==> src/hw/rtl/wcr_pkg.sv <==
// ----------------------------------------------------------------------------
// wcr_pkg
// Shared types and constants of the waveform column renderer.
// ----------------------------------------------------------------------------
`default_nettype none

package wcr_pkg;

    localparam int unsigned COL_W  = 7;
    localparam int unsigned SAMP_W = 6;
    localparam int unsigned BYTE_W = 8;
    localparam int unsigned PAGE_W = 3;

    localparam logic [PAGE_W-1:0] PAGE_LAST = 3'd7;

    // Four bytes for every page write.
    localparam logic [1:0] PH_PAGE = 2'd0;
    localparam logic [1:0] PH_COLL = 2'd1;
    localparam logic [1:0] PH_COLH = 2'd2;
    localparam logic [1:0] PH_DATA = 2'd3;

    localparam logic [BYTE_W-1:0] CMD_PAGE = 8'hb0;
    localparam logic [BYTE_W-1:0] CMD_COLH = 8'h10;
    localparam logic [BYTE_W-1:0] BYTE_ALL = 8'hff;
    localparam logic [BYTE_W-1:0] BYTE_NONE = 8'h00;

    typedef struct packed {
        logic              load;
        logic              emit;
        logic              clear;
        logic [1:0]        phase;
        logic [PAGE_W-1:0] idx;
        logic              last;
    } t_cmd;

    typedef struct packed {
        logic out_free;
        logic at_lo;
    } t_sts;

endpackage

`default_nettype wire

==> src/hw/rtl/wcr_ctrl.sv <==
// ----------------------------------------------------------------------------
// wcr_ctrl
// Sequencer: steps through the stroke pages and then the eight clearing pages,
// four bytes per page.
// ----------------------------------------------------------------------------
`default_nettype none

module wcr_ctrl (
    input  wire logic          i_clk,
    input  wire logic          i_rst_n,
    input  wire logic          i_s_tvalid,
    output logic               o_s_tready,
    input  wire wcr_pkg::t_sts i_sts,
    output wcr_pkg::t_cmd      o_cmd
);

    localparam logic [1:0] S_IDLE   = 2'd0;
    localparam logic [1:0] S_STROKE = 2'd1;
    localparam logic [1:0] S_CLEAR  = 2'd2;

    logic [1:0]                 r_state, n_state;
    logic [1:0]                 r_phase, n_phase;
    logic [wcr_pkg::PAGE_W-1:0] r_idx,   n_idx;

    always_comb begin
        n_state = r_state;
        n_phase = r_phase;
        n_idx   = r_idx;

        o_cmd.load  = (r_state == S_IDLE) && i_s_tvalid;
        o_cmd.emit  = (r_state != S_IDLE) && i_sts.out_free;
        o_cmd.clear = (r_state == S_CLEAR);
        o_cmd.phase = r_phase;
        o_cmd.idx   = r_idx;
        o_cmd.last  = (r_state == S_CLEAR) && (r_idx == wcr_pkg::PAGE_LAST)
                      && (r_phase == wcr_pkg::PH_DATA);

        case (r_state)
            S_IDLE: begin
                if (i_s_tvalid) begin
                    n_state = S_STROKE;
                    n_phase = wcr_pkg::PH_PAGE;
                    n_idx   = '0;
                end
            end
            S_STROKE: begin
                if (o_cmd.emit) begin
                    n_phase = r_phase + 2'd1;
                    if (r_phase == wcr_pkg::PH_DATA) begin
                        if (i_sts.at_lo) begin
                            n_state = S_CLEAR;
                            n_idx   = '0;
                        end else begin
                            n_idx = r_idx + 3'd1;
                        end
                    end
                end
            end
            S_CLEAR: begin
                if (o_cmd.emit) begin
                    n_phase = r_phase + 2'd1;
                    if (r_phase == wcr_pkg::PH_DATA) begin
                        if (r_idx == wcr_pkg::PAGE_LAST) begin
                            n_state = S_IDLE;
                        end
                        n_idx = r_idx + 3'd1;
                    end
                end
            end
            default: begin
                n_state = S_IDLE;
            end
        endcase
    end

    assign o_s_tready = (r_state == S_IDLE);

    always_ff @(posedge i_clk) begin
        if (!i_rst_n) begin
            r_state <= S_IDLE;
            r_phase <= wcr_pkg::PH_PAGE;
            r_idx   <= '0;
        end else begin
            r_state <= n_state;
            r_phase <= n_phase;
            r_idx   <= n_idx;
        end
    end

    a_emit_free: assert property (@(posedge i_clk) disable iff (!i_rst_n)
        o_cmd.emit |-> i_sts.out_free)
        else $error("byte issued while output register occupied");

    a_load_to_stroke: assert property (@(posedge i_clk) disable iff (!i_rst_n)
        o_cmd.load |=> (r_state == S_STROKE) && (r_idx == '0))
        else $error("sample accepted without starting the stroke");

    a_last_ends: assert property (@(posedge i_clk) disable iff (!i_rst_n)
        (o_cmd.emit && o_cmd.last) |=> (r_state == S_IDLE))
        else $error("final byte issued but sequencer did not return to idle");

    a_data_only_phase: assert property (@(posedge i_clk) disable iff (!i_rst_n)
        (r_state == S_STROKE && r_phase != wcr_pkg::PH_DATA && o_cmd.emit)
        |=> (r_state == S_STROKE))
        else $error("stroke left before its data byte");

endmodule

`default_nettype wire

==> src/hw/rtl/wcr_dp.sv <==
// ----------------------------------------------------------------------------
// wcr_dp
// Datapath: sample registers, page span and byte generation, output register.
// ----------------------------------------------------------------------------
`default_nettype none

module wcr_dp (
    input  wire logic                         i_clk,
    input  wire logic                         i_rst_n,
    input  wire logic [wcr_pkg::COL_W-1:0]    i_column,
    input  wire logic [wcr_pkg::SAMP_W-1:0]   i_sample,
    input  wire wcr_pkg::t_cmd                i_cmd,
    output wcr_pkg::t_sts                     o_sts,
    output logic                              o_valid,
    input  wire logic                         i_ready,
    output logic [wcr_pkg::BYTE_W-1:0]        o_byte,
    output logic                              o_is_data,
    output logic                              o_last
);

    logic [wcr_pkg::COL_W-1:0]  r_col;
    logic [wcr_pkg::SAMP_W-1:0] r_prev;
    logic [wcr_pkg::SAMP_W-1:0] r_cur;
    logic                       r_valid;
    logic [wcr_pkg::BYTE_W-1:0] r_byte;
    logic                       r_is_data;
    logic                       r_last;

    logic [2:0]                 pb, bb, pc, bc;
    logic [7:0]                 mb, mc;
    logic [2:0]                 hi, lo, page;
    logic [7:0]                 v_top, v_bot, v_same, v_data, col8, n_byte;
    logic [15:0]                sh_bot;

    always_comb begin
        pb = ~r_prev[5:3];
        bb = ~r_prev[2:0];
        pc = ~r_cur[5:3];
        bc = ~r_cur[2:0];
        mb = 8'h01 << bb;
        mc = 8'h01 << bc;
        sh_bot = '0;

        if (bc == bb) begin
            v_same = mc;
        end else if (bc > bb) begin
            v_same = (mc - mb) | mc;
        end else begin
            v_same = mb - mc;
        end

        if (pb > pc) begin
            hi    = pb;
            lo    = pc;
            v_top = mb - 8'h01;
            v_bot = wcr_pkg::BYTE_ALL << bc;
        end else begin
            hi     = pc;
            lo     = pb;
            v_top  = {mc[6:0], 1'b0} - 8'h01;
            sh_bot = {8'h00, wcr_pkg::BYTE_ALL} << ({1'b0, bb} + 4'd1);
            v_bot  = sh_bot[7:0];
        end

        if (i_cmd.clear) begin
            page = i_cmd.idx;
            col8 = {1'b0, r_col} + 8'd1;
        end else begin
            page = hi - i_cmd.idx;
            col8 = {1'b0, r_col};
        end

        if (i_cmd.clear) begin
            v_data = wcr_pkg::BYTE_NONE;
        end else if (hi == lo) begin
            v_data = v_same;
        end else if (page == hi) begin
            v_data = v_top;
        end else if (page == lo) begin
            v_data = v_bot;
        end else begin
            v_data = wcr_pkg::BYTE_ALL;
        end

        case (i_cmd.phase)
            wcr_pkg::PH_PAGE: n_byte = wcr_pkg::CMD_PAGE | {5'd0, page};
            wcr_pkg::PH_COLL: n_byte = {4'd0, col8[3:0]};
            wcr_pkg::PH_COLH: n_byte = wcr_pkg::CMD_COLH | {4'd0, col8[7:4]};
            wcr_pkg::PH_DATA: n_byte = v_data;
            default:          n_byte = v_data;
        endcase
    end

    assign o_sts.out_free = !r_valid || i_ready;
    assign o_sts.at_lo    = (page == lo);

    always_ff @(posedge i_clk) begin
        if (!i_rst_n) begin
            r_cur   <= 6'd63;
            r_valid <= 1'b0;
        end else begin
            if (i_cmd.load) begin
                r_cur <= i_sample;
            end
            if (i_cmd.emit) begin
                r_valid <= 1'b1;
            end else if (i_ready) begin
                r_valid <= 1'b0;
            end
        end
    end

    always_ff @(posedge i_clk) begin
        if (i_cmd.load) begin
            r_col  <= i_column;
            r_prev <= r_cur;
        end
        if (i_cmd.emit) begin
            r_byte    <= n_byte;
            r_is_data <= (i_cmd.phase == wcr_pkg::PH_DATA);
            r_last    <= i_cmd.last;
        end
    end

    assign o_valid   = r_valid;
    assign o_byte    = r_byte;
    assign o_is_data = r_is_data;
    assign o_last    = r_last;

endmodule

`default_nettype wire

==> src/hw/rtl/waveform_column_renderer.sv <==
// ----------------------------------------------------------------------------
// waveform_column_renderer
// Turns a stream of (column, sample) pairs into command and pixel bytes for a
// page-addressed 128x64 panel.
// ----------------------------------------------------------------------------
// Input stream: tdata carries the column and the sample. One sample is taken
// in at a time; tready is high only while the block is idle.
// Output stream: tdata carries one panel byte, tuser tells data from command
// and tlast marks the final byte produced for a sample.
// For each sample the block writes the stroke joining the previous sample to
// the current one (one page write per page spanned) and then clears all eight
// pages of the next column. A page write is four bytes, so one sample yields
// (span + 1) * 4 + 32 bytes, 36 to 64. The sequencer emits one byte per cycle
// while the output register is free or being emptied. The first byte is held
// in the output register after the sequencer has entered its stroke state.
// A stalled receiver holds the output register; the sequencer waits and
// resumes when the byte is taken. Reset empties the output register and sets
// the stored sample to 63 (top row of page 0).
// ----------------------------------------------------------------------------
`default_nettype none

module waveform_column_renderer (
    input  wire logic        i_clk,
    input  wire logic        i_rst_n,
    input  wire logic        i_s_tvalid,
    output logic             o_s_tready,
    input  wire logic [15:0] i_s_tdata,   // [6:0] column, [12:7] sample, [15:13] zero
    output logic             o_m_tvalid,
    input  wire logic        i_m_tready,
    output logic [7:0]       o_m_tdata,   // [7:0] out_byte
    output logic             o_m_tuser,   // [0] is_data
    output logic             o_m_tlast
);

    wcr_pkg::t_cmd cmd;
    wcr_pkg::t_sts sts;

    wcr_ctrl u_ctrl (
        .i_clk      (i_clk),
        .i_rst_n    (i_rst_n),
        .i_s_tvalid (i_s_tvalid),
        .o_s_tready (o_s_tready),
        .i_sts      (sts),
        .o_cmd      (cmd)
    );

    wcr_dp u_dp (
        .i_clk     (i_clk),
        .i_rst_n   (i_rst_n),
        .i_column  (i_s_tdata[6:0]),
        .i_sample  (i_s_tdata[12:7]),
        .i_cmd     (cmd),
        .o_sts     (sts),
        .o_valid   (o_m_tvalid),
        .i_ready   (i_m_tready),
        .o_byte    (o_m_tdata),
        .o_is_data (o_m_tuser),
        .o_last    (o_m_tlast)
    );

endmodule

`default_nettype wire

==> config.mk <==
export PLATFORM = sky130hd
export DESIGN_NAME = waveform_column_renderer
export DESIGN_NICKNAME = d
export VERILOG_FILES = /design/src/hw/rtl/wcr_pkg.sv /design/src/hw/rtl/wcr_ctrl.sv /design/src/hw/rtl/wcr_dp.sv /design/src/hw/rtl/waveform_column_renderer.sv
export SDC_FILE = /design/constraint.sdc
export NUM_CORES = 1
export LEC_CHECK = 0
export BUFFER_PORTS_ARGS = -buffer_cell sky130_fd_sc_hd__buf_2
export CAP_MARGIN = 15
export CORE_MARGIN = 2
export CORE_UTILIZATION = 55
export CTS_CLUSTER_DIAMETER = 60
export DETAILED_ROUTE_END_ITERATION = 6
export PLACE_DENSITY_LB_ADDON = 0.25
export SETUP_SLACK_MARGIN = 0.1
export SLEW_MARGIN = 20
export SYNTH_ARGS = -nofsm -noshare
export SYNTH_HDL_FRONTEND = slang
export SYNTH_HIERARCHICAL = 1
export SYNTH_SLANG_ARGS = --single-unit
==> constraint.sdc <==
create_clock -name i_clk -period 4.2 [get_ports i_clk]
set_clock_uncertainty 0.15 [all_clocks]
set_input_delay 0.84 -clock i_clk [delete_from_list [all_inputs] [get_ports i_clk]]
set_output_delay 0.84 -clock i_clk [all_outputs]
set_load 0.02 [all_outputs]
==> results.py <==
metrics = {
    "outcome": {
        "outcome": "finished, final reports clean",
    },
    "final_layout": {
        "final_cells": 555,
        "antennaDiodeCount": 0,
        "drive_gt1_share_pct": 12.97,
        "nets": 539,
        "area_growth_pct": 10.51,
    },
    "pwr": {
        "clkPwrFrac_pct": 8.9,
        "p_leak_uw": 0.001719,
        "internal_power_uw": 1365,
        "p_sw_uw": 1437,
        "ir_drop_v": 0.0004123,
        "seq_power_share_pct": 21.5,
        "powerDensity_nw_per_um2": 689.2,
        "comb_power_share_pct": 69.7,
        "total_power_uw": 2802,
        "p_sw_share_pct": 51.29,
    },
    "timing": {
        "tightest_slew_ps": 1029,
        "holdWs_ps": 349.0,
        "timing.fmax_mhz": 254.5,
        "period_minus_slack_ps": 3930,
        "finalSetupTns_ps": 0,
        "rsz0062_at_grt": "yes",
        "min_period_over_period_pct": 93.56,
        "relSlewSlack_pct": 31.29,
        "final-hold-violation-count": 0,
        "setup_violations": 0,
        "fin_ws_ps": 270.5,
        "slew_viol_final": 0,
    },
    "logic_synthesis": {
        "synthArstFlopShare_pct": 0,
        "yosysSeqAreaShare_pct": 26.39,
        "yosys.area.top_type_share_pct": 18.77,
        "synth_top_family_by_area": "compound AO/OA/AOI/OAI gates",
        "synth-edff-count": 23,
        "ys.flop_type": "edfxtp_1",
        "yosys.area_share.simple_pct": 21.59,
        "synth_compound_area_share_pct": 22.65,
        "yosysTopAreaCell": "edfxtp_1",
        "synth_xor_xnor_area_share_pct": 5.950,
        "syn_area_um2": 3680,
        "synth_mux_area_share_pct": 2.720,
        "synth_adder_area_share_pct": 14.89,
        "ys_ff_latch": 37,
        "synth_nets": 511,
        "yosys.cell_types.count": 59,
        "synthTopCellsByArea": "edfxtp_1, ha_1, dfxtp_1",
        "ys_warn_count": 6,
        "syn-instance-count": 449,
        "avgSynthCellArea_um2": 8.195,
    },
    "drt": {
        "antenna_left": 0,
        "met1_length_mm": 4.433,
        "wl_met2_mm": 4.288,
        "drtIter0Drc": 210,
        "met3_length_um": 571,
        "drc": 0,
        "drt-vias-per-instance": 6.227,
        "firstDrtPassIters": 7,
        "highest_layer": "met4",
        "num_vias": 3456,
        "wl_per_cell_um": 16.87,
        "wirelength_mm": 9.362,
    },
    "place": {
        "portBuffers": 28,
        "place_ws_ps": 212.0,
        "place_congestion": 0.9227,
        "dpl.cell_count": 546,
        "dp_hpwl_mm": 7.197,
    },
    "setup_path": {
        "startpoint_type": "register",
        "r2r_cells": 15,
        "cp-end-kind": "register",
        "crit_family": "simple AND/OR/NAND/NOR gates",
        "crit_fanout": 8,
        "critical_path.cell_chain": "inv_1 -> ha_2 -> a21oi_4 -> and2_1 -> o211ai_1 -> ha_1 -> fa_1 -> nor2b_1 -> or3_1 -> a21oi_1 -> or3_1 -> nand4b_1 -> buf_4 -> nor4_2 -> o211ai_1",
        "setup.worst_path.class": "reg2reg",
        "required_ps": 4080,
        "path_buf_inv": 2,
        "critPathMaxStageDelay_ps": 420,
        "arrival_ps": 3810,
        "path_depth": 15,
        "cp_slowest_cell": "edfxtp_1",
    },
    "global_route": {
        "track_usage_pct": 26.09,
        "antenna_found_initial": 0,
        "grt_max_degree": 23,
        "gr-total-overflow": 0,
        "grt_pass1_wl_mm": 15.24,
        "grt_pass1_vias": 3110,
    },
    "clock_tree": {
        "htreeDepth": 2,
        "clock-sinks": 37,
        "cts_buffers": 5,
        "ctsHoldBuffers": 0,
        "cts_tree": "built",
        "path_clk_slew_ps": 70,
        "cts-root-buf": "clkbuf_8",
        "clock_path_buffers": 2,
        "insertion_delay_ps": 290,
    },
    "run": {
        "cap_violations": 0,
    },
    "worst_hold_path": {
        "hold_depth": 0,
        "hp-class": "reg2reg",
    },
    "die": {
        "die_w_um": 85.80,
        "die_y_um": 85.80,
        "ios": 32,
        "initial_utilization_pct": 57.30,
        "core_um2": 6422,
        "die_area_um2": 7361,
        "rows": 29,
    },
}
power groups by stage:
stage                     combinational, µW  clock (µW)  sequential [µW]
after floorplan                        1350           0              629
after detailed placement               1840           0              607
after global routing                   2140         268              614
after CTS                              1850         256              600
after global placement                 1810           0              603
final                                  1950         248              601
sequential cells by signal (all words and copies together), names as in the netlist:
| name | flops |
|---|---|
| u_ctrl/r_state | 2 |
| u_dp/o_is_data | 1 |
| u_ctrl/r_idx | 3 |
| u_dp/r_cur | 6 |
| u_dp/o_valid | 1 |
| u_dp/r_col | 7 |
| u_dp/o_byte | 8 |
| u_ctrl/r_phase | 2 |
| u_dp/r_prev | 6 |
| u_dp/o_last | 1 |
synthesized netlist by cell type (all sizes together) (2+ instances only):
master    n
nand2b    4
o311ai    2
nand3b    5
o221ai    6
a2111oi   2
a21oi    36
a21boi    5
o211ai    9
fa        3
nor2b    11
nor3      9
o31ai     6
nand4     5
mux2i    10
and3      6
and2      4
ha       39
nor2     27
xnor2    19
clkbuf   14
nand2    49
or2       2
xor2      6
a311oi    3
o2111ai   7
or3       6
edfxtp   23
o21ai    23
buf       4
dfxtp    14
a21o      4
nor4b     2
a31oi     7
a211oi    5
inv      36
nor4      5
nand3    16
stage by stage:
| stage | util (%) | area (µm²) |
|---|---|---|
| 2_1_floorplan | - | 3680 |
| 6_report | 63.32 | 4066 |
| 3_3_place_gp | 60.98 | 3916 |
| 5_1_grt | 63.32 | 4066 |
| 4_1_cts | 62.32 | 4003 |
| 3_5_place_dp | 60.98 | 3916 |
kinds of logic (layout without fill, tap and decap cells):
| family | Yosys count | after routing |
|---|---|---|
| simple gates | 156 | 156 |
| compound gates | 124 | 124 |
| buf+inv | 55 | 84 |
| fa+ha+maj | 42 | 42 |
| flops | 37 | 37 |
| xor+xnor | 25 | 25 |
| mux | 10 | 10 |
worst paths after layout:
check,from,endpoint,slack (ps)
worst min-delay path,u_dp/r_cur[3]$_SDFFE_PN1P_,u_dp/r_prev[3]$_DFFE_PP_,350
worst min register to register,u_dp/r_cur[3]$_SDFFE_PN1P_,u_dp/r_prev[3]$_DFFE_PP_,350
worst max-delay path,u_dp/r_prev[5]$_DFFE_PP_,u_dp/o_byte[1]$_DFFE_PP_,270
worst max register to register,u_dp/r_prev[5]$_DFFE_PP_,u_dp/o_byte[1]$_DFFE_PP_,270
metal layers:
layer  vias up  global-route usage, %
li1       1699                      -
met1      1623                  38.17
met2       128                  41.26
met3         6                  4.042
met4         0                  4.762
met5         -                      0
repair_timing:
item	4_1_cts	5_1_grt
resized for setup	0	9
setup buffers	0	1
setup endpoints to repair	0	12
layout make-up:
class / count / area, µm²
inverters: 37 / 138.9
well taps: 77 / 96.34
flip-flops and latches: 37 / 970.9
fillers: 581 / 2356
clock buffers: 5 / 68.82
multi-input cells: 357 / 2551
clock inverters: 3 / 17.52
repair buffers: 39 / 222.7
cells in the final DEF, fill, tap and decap left out, types with 8 or more instances in the layout:
| cell | instances |
|---|---|
| nand2_1 | 49 |
| ha_1 | 38 |
| inv_1 | 36 |
| a21oi_1 | 35 |
| buf_2 | 28 |
| nor2_1 | 27 |
| edfxtp_1 | 23 |
| o21ai_0 | 20 |
| xnor2_1 | 19 |
| nand3_1 | 16 |
| dfxtp_1 | 14 |
| nor2b_1 | 11 |
| buf_4 | 11 |
| mux2i_1 | 10 |
| o211ai_1 | 9 |
| nor3_1 | 8 |
Power figures use the tool's default switching activity.
